===== src/lmsp_pkg.sv =====
`default_nettype none
// ----------------------------------------------------------------------------
// lmsp_pkg
// Shared types and constants for the LED matrix sample plotter.
// ----------------------------------------------------------------------------
package lmsp_pkg;

    localparam int unsigned NUM_COLS  = 16;
    localparam int unsigned NUM_ROWS  = 4;
    localparam int unsigned COL_W     = 4;
    localparam int unsigned ROW_W     = 2;
    localparam int unsigned STEP_W    = 6;

    localparam logic [COL_W-1:0]  COL_LAST   = 4'd15;
    localparam logic [STEP_W-1:0] STEP_WAIT  = 6'd0;
    localparam logic [STEP_W-1:0] STEP_FIRST = 6'd1;

    // display commands
    localparam logic [7:0] CMD_LEFT_GREEN   = 8'hB0;
    localparam logic [7:0] CMD_LEFT_ORANGE  = 8'hB2;
    localparam logic [7:0] CMD_RIGHT_GREEN  = 8'hB1;
    localparam logic [7:0] CMD_RIGHT_ORANGE = 8'hB3;

    typedef enum logic {
        OP_WAIT,
        OP_EMIT
    } t_op;

    // one microcode control word
    typedef struct packed {
        t_op              op;
        logic             is_cmd;     // emit cmd instead of a data byte
        logic [7:0]       cmd;
        logic [COL_W-1:0] col;        // column of the data byte
        logic             orange;     // orange plane
        logic             has_extra;  // bit 0 carries a column 14/15 pixel
        logic             extra_c15;  // extra pixel in last column, else col 14
        logic [ROW_W-1:0] extra_row;
        logic             last;       // final byte of burst, return to wait
    } t_uword;

    // sequencer -> datapath
    typedef struct packed {
        logic accept;   // sample request taken this cycle
        logic clear;    // wipe store and column after burst
    } t_dp_ctrl;

    // datapath -> sequencer
    typedef struct packed {
        logic hit;      // row differs from last plotted row
        logic wrap;     // column counter sits on the last column
    } t_dp_status;

    function automatic logic [7:0] reverse8(input logic [7:0] v);
        logic [7:0] r;
        for (int b = 0; b < 8; b++) begin
            r[b] = v[7-b];
        end
        return r;
    endfunction

endpackage
`default_nettype wire


===== src/lmsp_ucode_rom.sv =====
`default_nettype none
// ----------------------------------------------------------------------------
// lmsp_ucode_rom
// Render program: one control word per step, wait step then 32 byte steps.
// ----------------------------------------------------------------------------
module lmsp_ucode_rom (
    input  wire logic [lmsp_pkg::STEP_W-1:0] i_step,
    output lmsp_pkg::t_uword                 o_uword
);

    function automatic lmsp_pkg::t_uword emit_cmd(input logic [7:0] c);
        lmsp_pkg::t_uword w;
        w           = '0;
        w.op        = lmsp_pkg::OP_EMIT;
        w.is_cmd    = 1'b1;
        w.cmd       = c;
        return w;
    endfunction

    function automatic lmsp_pkg::t_uword emit_data(
        input logic [3:0] col,
        input logic       orange,
        input logic       has_x,
        input logic       x15,
        input logic [1:0] xrow,
        input logic       last
    );
        lmsp_pkg::t_uword w;
        w           = '0;
        w.op        = lmsp_pkg::OP_EMIT;
        w.col       = col;
        w.orange    = orange;
        w.has_extra = has_x;
        w.extra_c15 = x15;
        w.extra_row = xrow;
        w.last      = last;
        return w;
    endfunction

    always_comb begin
        o_uword    = '0;
        o_uword.op = lmsp_pkg::OP_WAIT;
        case (i_step)
            // left green
            6'd1:  o_uword = emit_cmd(lmsp_pkg::CMD_LEFT_GREEN);
            6'd2:  o_uword = emit_data(4'd0,  1'b0, 1'b0, 1'b0, 2'd0, 1'b0);
            6'd3:  o_uword = emit_data(4'd1,  1'b0, 1'b0, 1'b0, 2'd0, 1'b0);
            6'd4:  o_uword = emit_data(4'd2,  1'b0, 1'b0, 1'b0, 2'd0, 1'b0);
            6'd5:  o_uword = emit_data(4'd3,  1'b0, 1'b0, 1'b0, 2'd0, 1'b0);
            6'd6:  o_uword = emit_data(4'd4,  1'b0, 1'b0, 1'b0, 2'd0, 1'b0);
            6'd7:  o_uword = emit_data(4'd5,  1'b0, 1'b0, 1'b0, 2'd0, 1'b0);
            6'd8:  o_uword = emit_data(4'd6,  1'b0, 1'b1, 1'b0, 2'd3, 1'b0);
            // left orange
            6'd9:  o_uword = emit_cmd(lmsp_pkg::CMD_LEFT_ORANGE);
            6'd10: o_uword = emit_data(4'd0,  1'b1, 1'b0, 1'b0, 2'd0, 1'b0);
            6'd11: o_uword = emit_data(4'd1,  1'b1, 1'b0, 1'b0, 2'd0, 1'b0);
            6'd12: o_uword = emit_data(4'd2,  1'b1, 1'b0, 1'b0, 2'd0, 1'b0);
            6'd13: o_uword = emit_data(4'd3,  1'b1, 1'b0, 1'b0, 2'd0, 1'b0);
            6'd14: o_uword = emit_data(4'd4,  1'b1, 1'b0, 1'b0, 2'd0, 1'b0);
            6'd15: o_uword = emit_data(4'd5,  1'b1, 1'b0, 1'b0, 2'd0, 1'b0);
            6'd16: o_uword = emit_data(4'd6,  1'b1, 1'b1, 1'b0, 2'd3, 1'b0);
            // right green
            6'd17: o_uword = emit_cmd(lmsp_pkg::CMD_RIGHT_GREEN);
            6'd18: o_uword = emit_data(4'd7,  1'b0, 1'b1, 1'b1, 2'd3, 1'b0);
            6'd19: o_uword = emit_data(4'd8,  1'b0, 1'b1, 1'b1, 2'd2, 1'b0);
            6'd20: o_uword = emit_data(4'd9,  1'b0, 1'b1, 1'b0, 2'd2, 1'b0);
            6'd21: o_uword = emit_data(4'd10, 1'b0, 1'b1, 1'b1, 2'd0, 1'b0);
            6'd22: o_uword = emit_data(4'd11, 1'b0, 1'b1, 1'b1, 2'd1, 1'b0);
            6'd23: o_uword = emit_data(4'd12, 1'b0, 1'b1, 1'b0, 2'd0, 1'b0);
            6'd24: o_uword = emit_data(4'd13, 1'b0, 1'b1, 1'b0, 2'd1, 1'b0);
            // right orange
            6'd25: o_uword = emit_cmd(lmsp_pkg::CMD_RIGHT_ORANGE);
            6'd26: o_uword = emit_data(4'd7,  1'b1, 1'b1, 1'b1, 2'd3, 1'b0);
            6'd27: o_uword = emit_data(4'd8,  1'b1, 1'b1, 1'b1, 2'd2, 1'b0);
            6'd28: o_uword = emit_data(4'd9,  1'b1, 1'b1, 1'b0, 2'd2, 1'b0);
            6'd29: o_uword = emit_data(4'd10, 1'b1, 1'b1, 1'b1, 2'd0, 1'b0);
            6'd30: o_uword = emit_data(4'd11, 1'b1, 1'b1, 1'b1, 2'd1, 1'b0);
            6'd31: o_uword = emit_data(4'd12, 1'b1, 1'b1, 1'b0, 2'd0, 1'b0);
            6'd32: o_uword = emit_data(4'd13, 1'b1, 1'b1, 1'b0, 2'd1, 1'b1);
            default: begin
                o_uword    = '0;
                o_uword.op = lmsp_pkg::OP_WAIT;
            end
        endcase
    end

endmodule
`default_nettype wire


===== src/lmsp_datapath.sv =====
`default_nettype none
// ----------------------------------------------------------------------------
// lmsp_datapath
// Pixel store, column and row tracking, and display byte assembly.
// ----------------------------------------------------------------------------
module lmsp_datapath (
    input  wire logic                 i_clk,
    input  wire logic                 i_rst_n,
    input  wire logic [7:0]           i_sample,
    input  wire lmsp_pkg::t_dp_ctrl   i_ctrl,
    input  wire lmsp_pkg::t_uword     i_uword,
    output lmsp_pkg::t_dp_status      o_status,
    output logic [7:0]                o_byte
);

    // green plane, one row nibble per column; the orange plane is never
    // written by the plotter and reads as zero
    logic [lmsp_pkg::NUM_ROWS-1:0] r_col [lmsp_pkg::NUM_COLS];
    logic [lmsp_pkg::COL_W-1:0]    r_column;
    logic [lmsp_pkg::ROW_W-1:0]    r_last_row;

    logic [lmsp_pkg::ROW_W-1:0]    row;
    logic [lmsp_pkg::NUM_ROWS-1:0] col_bits;
    logic                          extra;
    logic [7:0]                    raw;

    assign row           = ~i_sample[7:6];   // 3 - sample/64
    assign o_status.hit  = (row != r_last_row);
    assign o_status.wrap = (r_column == lmsp_pkg::COL_LAST);

    always_ff @(posedge i_clk) begin
        if (!i_rst_n) begin
            for (int c = 0; c < lmsp_pkg::NUM_COLS; c++) begin
                r_col[c] <= '0;
            end
            r_column   <= '0;
            r_last_row <= '0;
        end else if (i_ctrl.clear) begin
            for (int c = 0; c < lmsp_pkg::NUM_COLS; c++) begin
                r_col[c] <= '0;
            end
            r_column <= '0;
        end else if (i_ctrl.accept && o_status.hit) begin
            r_col[r_column][row] <= 1'b1;
            r_last_row           <= row;
            if (!o_status.wrap) begin
                r_column <= r_column + 4'd1;
            end
        end
    end

    always_comb begin
        col_bits = i_uword.orange ? '0 : r_col[i_uword.col];
        extra    = i_uword.has_extra && !i_uword.orange &&
                   (i_uword.extra_c15 ? r_col[15][i_uword.extra_row]
                                      : r_col[14][i_uword.extra_row]);
        raw      = i_uword.is_cmd ? i_uword.cmd : {3'b000, col_bits, extra};
        o_byte   = lmsp_pkg::reverse8(raw);
    end

endmodule
`default_nettype wire


===== src/led_matrix_sample_plotter_unit.sv =====
`default_nettype none
// ----------------------------------------------------------------------------
// led_matrix_sample_plotter_unit
// Plots 8-bit samples onto a 4x16 two-color LED matrix frame and renders it.
// ----------------------------------------------------------------------------
// Each sample request picks a row (3 minus the top two sample bits). A sample
// whose row matches the last plotted row is dropped; otherwise its green
// pixel is set at the current column and the column advances. When the
// sixteenth column has been plotted the block renders the frame as a 32-byte
// burst (four command bytes, each followed by seven column bytes, all
// bit-reversed for LSB-first shifting), then wipes the frame and restarts at
// column 0. The burst is played by a microcoded sequencer: a 33-step program
// ROM, one control word per step, one byte per cycle when the output side
// does not stall. Input requests are held off for the whole burst; the
// output register lets the last byte wait while the next sample is taken.
// o_last_byte flags the final byte of a burst.
// ----------------------------------------------------------------------------
module led_matrix_sample_plotter_unit (
    input  wire logic       i_clk,
    input  wire logic       i_rst_n,
    // sample channel
    input  wire logic       i_in_valid,
    output logic            o_in_stall,
    input  wire logic [7:0] i_sample,
    // display byte channel
    output logic            o_out_valid,
    input  wire logic       i_out_stall,
    output logic [7:0]      o_wire_byte,
    output logic            o_last_byte
);

    logic [lmsp_pkg::STEP_W-1:0] r_step;
    logic [lmsp_pkg::STEP_W-1:0] n_step;

    lmsp_pkg::t_uword     uword;
    lmsp_pkg::t_dp_ctrl   dp_ctrl;
    lmsp_pkg::t_dp_status dp_status;
    logic [7:0]           dp_byte;

    logic accept;
    logic advance;

    lmsp_ucode_rom u_rom (
        .i_step  (r_step),
        .o_uword (uword)
    );

    lmsp_datapath u_dp (
        .i_clk    (i_clk),
        .i_rst_n  (i_rst_n),
        .i_sample (i_sample),
        .i_ctrl   (dp_ctrl),
        .i_uword  (uword),
        .o_status (dp_status),
        .o_byte   (dp_byte)
    );

    // requests only in the wait step
    assign o_in_stall = (uword.op != lmsp_pkg::OP_WAIT);
    assign accept     = i_in_valid && !o_in_stall;

    // a byte step moves on when the output register is free or draining
    assign advance = (uword.op == lmsp_pkg::OP_EMIT) && (!o_out_valid || !i_out_stall);

    assign dp_ctrl.accept = accept;
    assign dp_ctrl.clear  = advance && uword.last;

    // step counter with the two jumps: into the burst and back to wait
    always_comb begin
        n_step = r_step;
        if (accept && dp_status.hit && dp_status.wrap) begin
            n_step = lmsp_pkg::STEP_FIRST;
        end else if (advance) begin
            n_step = uword.last ? lmsp_pkg::STEP_WAIT : r_step + 6'd1;
        end
    end

    always_ff @(posedge i_clk) begin
        if (!i_rst_n) begin
            r_step      <= lmsp_pkg::STEP_WAIT;
            o_out_valid <= 1'b0;
        end else begin
            r_step <= n_step;
            if (advance) begin
                o_out_valid <= 1'b1;
            end else if (!i_out_stall) begin
                o_out_valid <= 1'b0;
            end
        end
    end

    // payload, no reset
    always_ff @(posedge i_clk) begin
        if (advance) begin
            o_wire_byte <= dp_byte;
            o_last_byte <= uword.last;
        end
    end

endmodule
`default_nettype wire

===== config.mk =====
export PLATFORM = sky130hd
export DESIGN_NAME = led_matrix_sample_plotter_unit
export DESIGN_NICKNAME = d
export VERILOG_FILES = /design/src/lmsp_pkg.sv /design/src/lmsp_ucode_rom.sv /design/src/lmsp_datapath.sv /design/src/led_matrix_sample_plotter_unit.sv
export SDC_FILE = /design/constraint.sdc
export NUM_CORES = 1
export LEC_CHECK = 0
export BUFFER_PORTS_ARGS = -buffer_cell sky130_fd_sc_hd__buf_4
export CAP_MARGIN = 20
export CORE_AREA = 3 3 85 87
export CTS_BUF_LIST = sky130_fd_sc_hd__clkbuf_4 sky130_fd_sc_hd__clkbuf_8
export CTS_CLUSTER_DIAMETER = 30
export DETAILED_ROUTE_END_ITERATION = 12
export DIE_AREA = 0 0 88 90
export HOLD_SLACK_MARGIN = 0.1
export PLACE_DENSITY = 0.83
export SLEW_MARGIN = 20
export SYNTH_ARGS = -nofsm -noshare
export SYNTH_HDL_FRONTEND = slang
export SYNTH_SLANG_ARGS = --single-unit
export TNS_END_PERCENT = 50

===== constraint.sdc =====
create_clock -name i_clk -period 8.1 [get_ports i_clk]
set_clock_uncertainty 0.15 [all_clocks]
set_input_delay 1.62 -clock i_clk [delete_from_list [all_inputs] [get_ports i_clk]]
set_output_delay 1.62 -clock i_clk [all_outputs]
set_load 0.1 [all_outputs]

==> impl_metrics.ini <==
[worst_setup_path]
path_common_cell = inv_1
critical_path_class = reg2out
max_stage_delay_ns = 0.45
critical_path.cell_chain = inv_1, ha_1, nor4b_4, xnor2_1, inv_1, buf_4
end_kind = output port
start_kind = flop
worstPathArrival_ns = 2.32
worstPathRequired_ns = 6.33
slowest_stage = nor4b_4
cp_max_fo = 11

[cts]
clockBufferDepth = 2
tritoncts = yes
cts_max_level = 3
clkTransAtPathRegs_ns = 0.08
cts_resized = 0
cts_sinks = 84
cts_buffers = 9
cts_hold_buf = 0
post-cts-setup-buffers = 0
clk-insertion-delay-late_ns = 0.36
root_buffer = clkbuf_8

[sta]
max_freq_mhz = 245
rsz0062_at_grt = no
drv_slew = 0
finalSetupTns_ns = 0
setup_violations = 0
slew_headroom = 0.465
period_share = 0.504
hold_viol = 0
finalCriticalPeriod_ns = 4.09
worstMarginPinSlew_ns = 0.802
worst_slack_ns = 4.01

[place]
dp_hpwl_um = 7300
place_ws_ns = 4.17
place_area_mm2 = 0.00435
dp_cells = 564
port_buffers = 15
routabilityCongestion = 0.969

[synthesis]
synth_area_mm2 = 0.00426
synth-main-ff-cell = dfxtp_1
synth_edf_count = 7
ys_warn_count = 0
avgSynthCellArea_um2 = 8.54
synthCells = 499
synthArstFlopShare = 0
yosysUniqueCellTypes = 67
syn_nets = 521
ys_seq_area_frac = 0.411
ys_ff_latch = 84

[pwr]
p_switching_uw = 384
ir_drop_v = 0.000167
clkPwrFrac = 0.292
power_uw = 1060
leakage_uw = 0.00169
power_frac_seq = 0.438
sw_frac_of_total = 0.364
power.internal_uw = 673
combPwrFrac = 0.270
power_density_mw_per_mm2 = 232

[die]
initial_core_util = 0.663
die_h_um = 90
die_area_mm2 = 0.00792
ios = 23
die_x_um = 88
coreArea_mm2 = 0.00642
rows = 29

[hold_path]
min_path_type = reg2reg

[run]
drv_cap = 0

[route]
top_layer = met4
avgRoutedWirePerCell_um = 17.7
dr.pass1.iters = 6
wirelength_met1_um = 4440
wl_met2_um = 4850
vias_per_cell = 6.37
route.met3.wl_um = 668
first_iter_violations = 366
antenna_left = 0
vias = 3697
drc = 0
drt-total-wl_um = 10300

[cells_and_area]
syn2layout_area_growth_pct = 6.84
num-fill-cells = 516
nNetsFinal = 520
final_area_mm2 = 0.00455
drive_gt1_frac = 0.103
num_antenna_cells = 0
finalNonFillerCells = 580

[global_route]
grt_pass1_vias = 3299
grt_pass1_wl_um = 16500
grt_usage = 0.268
antenna_found_initial = 0
grt_max_degree = 65
grt_remaining_overflow = 0

[run_status]
status = completed
through the flow:
stage	hold WS, ns	utilization
floorplan	0.267	-
global placement	0.277	0.677
detailed placement	0.288	0.677
CTS	0.304	0.709
global route	0.326	0.709
finish	0.302	0.709
power by group through the flow:
stage | combinational, uW | sequential (uW) | clock, uW
3_5_place_dp | 282 | 473 | 0
5_1_grt | 305 | 466 | 330
6_report | 286 | 463 | 309
2_1_floorplan | 151 | 544 | 0
4_1_cts | 285 | 463 | 310
3_3_place_gp | 278 | 471 | 0
critical path, delay by kind of cell (launching register included):
kind                     cells  cell delay [ns]
XOR/XNOR                     1             0.25
adder cells (fa/ha/maj)      1             0.27
buffers and inverters        3             0.54
flip-flops                   1             0.42
AND/OR/NAND/NOR              1             0.45
synth_stat cells, drive strengths merged (2+ instances only):
cell	n	area, um2
a311oi	3	32.5
and2	3	18.8
o21ai	83	419
o2111ai	3	26.3
buf	14	90.1
o22ai	3	18.8
a2111o	2	22.5
nor2b	7	43.8
a32o	2	20.0
a211o	2	17.5
nand2	97	374
dfxtp	77	1540
xor2	3	26.3
a21boi	2	15.0
and3	8	50.1
mux2i	17	170
edfxtp	7	210
a211oi	2	15.0
a41oi	2	17.5
a21oi	10	50.1
or3	2	12.5
xnor2	5	43.8
or2	3	18.8
a311o	2	20.0
o22a	4	35.0
nand3	25	125
clkbuf	14	52.6
o211ai	7	52.6
ha	10	125
mux2	6	67.6
mux4	2	52.6
nand2b	6	37.5
inv	13	48.8
nor3	7	35.0
nor3b	3	22.5
nor2	14	55.1
o211a	2	20.0
nand4	6	37.5
nand3b	3	22.5
placed cells by master, fill, tap and decap left out, types with 3 or more instances in the layout:
cell type / instances
o2111ai_1: 3
clkinvlp_4: 3
ha_1: 10
a21oi_1: 10
o211ai_1: 7
nor2_1: 13
nand3_1: 25
inv_1: 12
o22a_1: 4
nand2b_1: 6
clkbuf_8: 10
nand2_1: 95
edfxtp_1: 7
nor2b_1: 7
nor3b_1: 3
xnor2_1: 5
dfxtp_1: 77
mux2i_1: 17
and2_1: 3
nand3b_1: 3
o22ai_1: 3
nor3_1: 7
o21ai_0: 67
buf_4: 16
and3_1: 8
nand4_1: 6
mux2_2: 6
o21ai_1: 15
xor2_1: 3
registers in the layout, summed over array words and instances, names as in the netlist:
signal / flops
u_dp.r_last_row: 2
o_out_valid: 1
o_last_byte: 1
u_dp.r_column: 4
o_wire_byte: 6
r_step: 6
u_dp.r_col: 64
cell type report:
type,instances,area (um2),share of cell area
multi-input cells,374,2330,0.512
flip-flops and latches,84,1750,0.385
clock buffers,11,145,0.0319
repair buffers,16,120,0.0264
well taps,77,96.3,0.0212
clock inverters,5,61.3,0.0135
inverters,13,48.8,0.0107
kinds of logic (layout without fill, tap and decap cells):
family	after synthesis	after routing	synth area share
AO/OA/AOI/OAI	141	141	0.214
AND/OR/NAND/NOR	189	189	0.215
adder cells (fa/ha/maj)	10	10	0.0294
flip-flops	84	84	0.411
multiplexers	25	25	0.0681
XOR/XNOR	8	8	0.0164
buffers and inverters	41	45	0.0449
other	1	1	0.000880
final timing paths:
path	start	end	slack, ns	depth (start not counted)
min reg2reg	u_dp.r_col[8][1]	u_dp.r_col[8][1]	0.30	2
max reg2reg	r_step[0]	u_dp.r_col[12][2]	4.51	9
min	u_dp.r_col[8][1]	u_dp.r_col[8][1]	0.30	2
max	r_step[0]	o_in_stall	4.01	6
routing by layer:
| metal | global-route usage | vias to the layer above |
|---|---|---|
| li1 | - | 1785 |
| met1 | 0.365 | 1737 |
| met2 | 0.398 | 144 |
| met3 | 0.0521 | 31 |
| met4 | 0.142 | 0 |
| met5 | 0 | - |
Power figures use the tool's default switching activity.
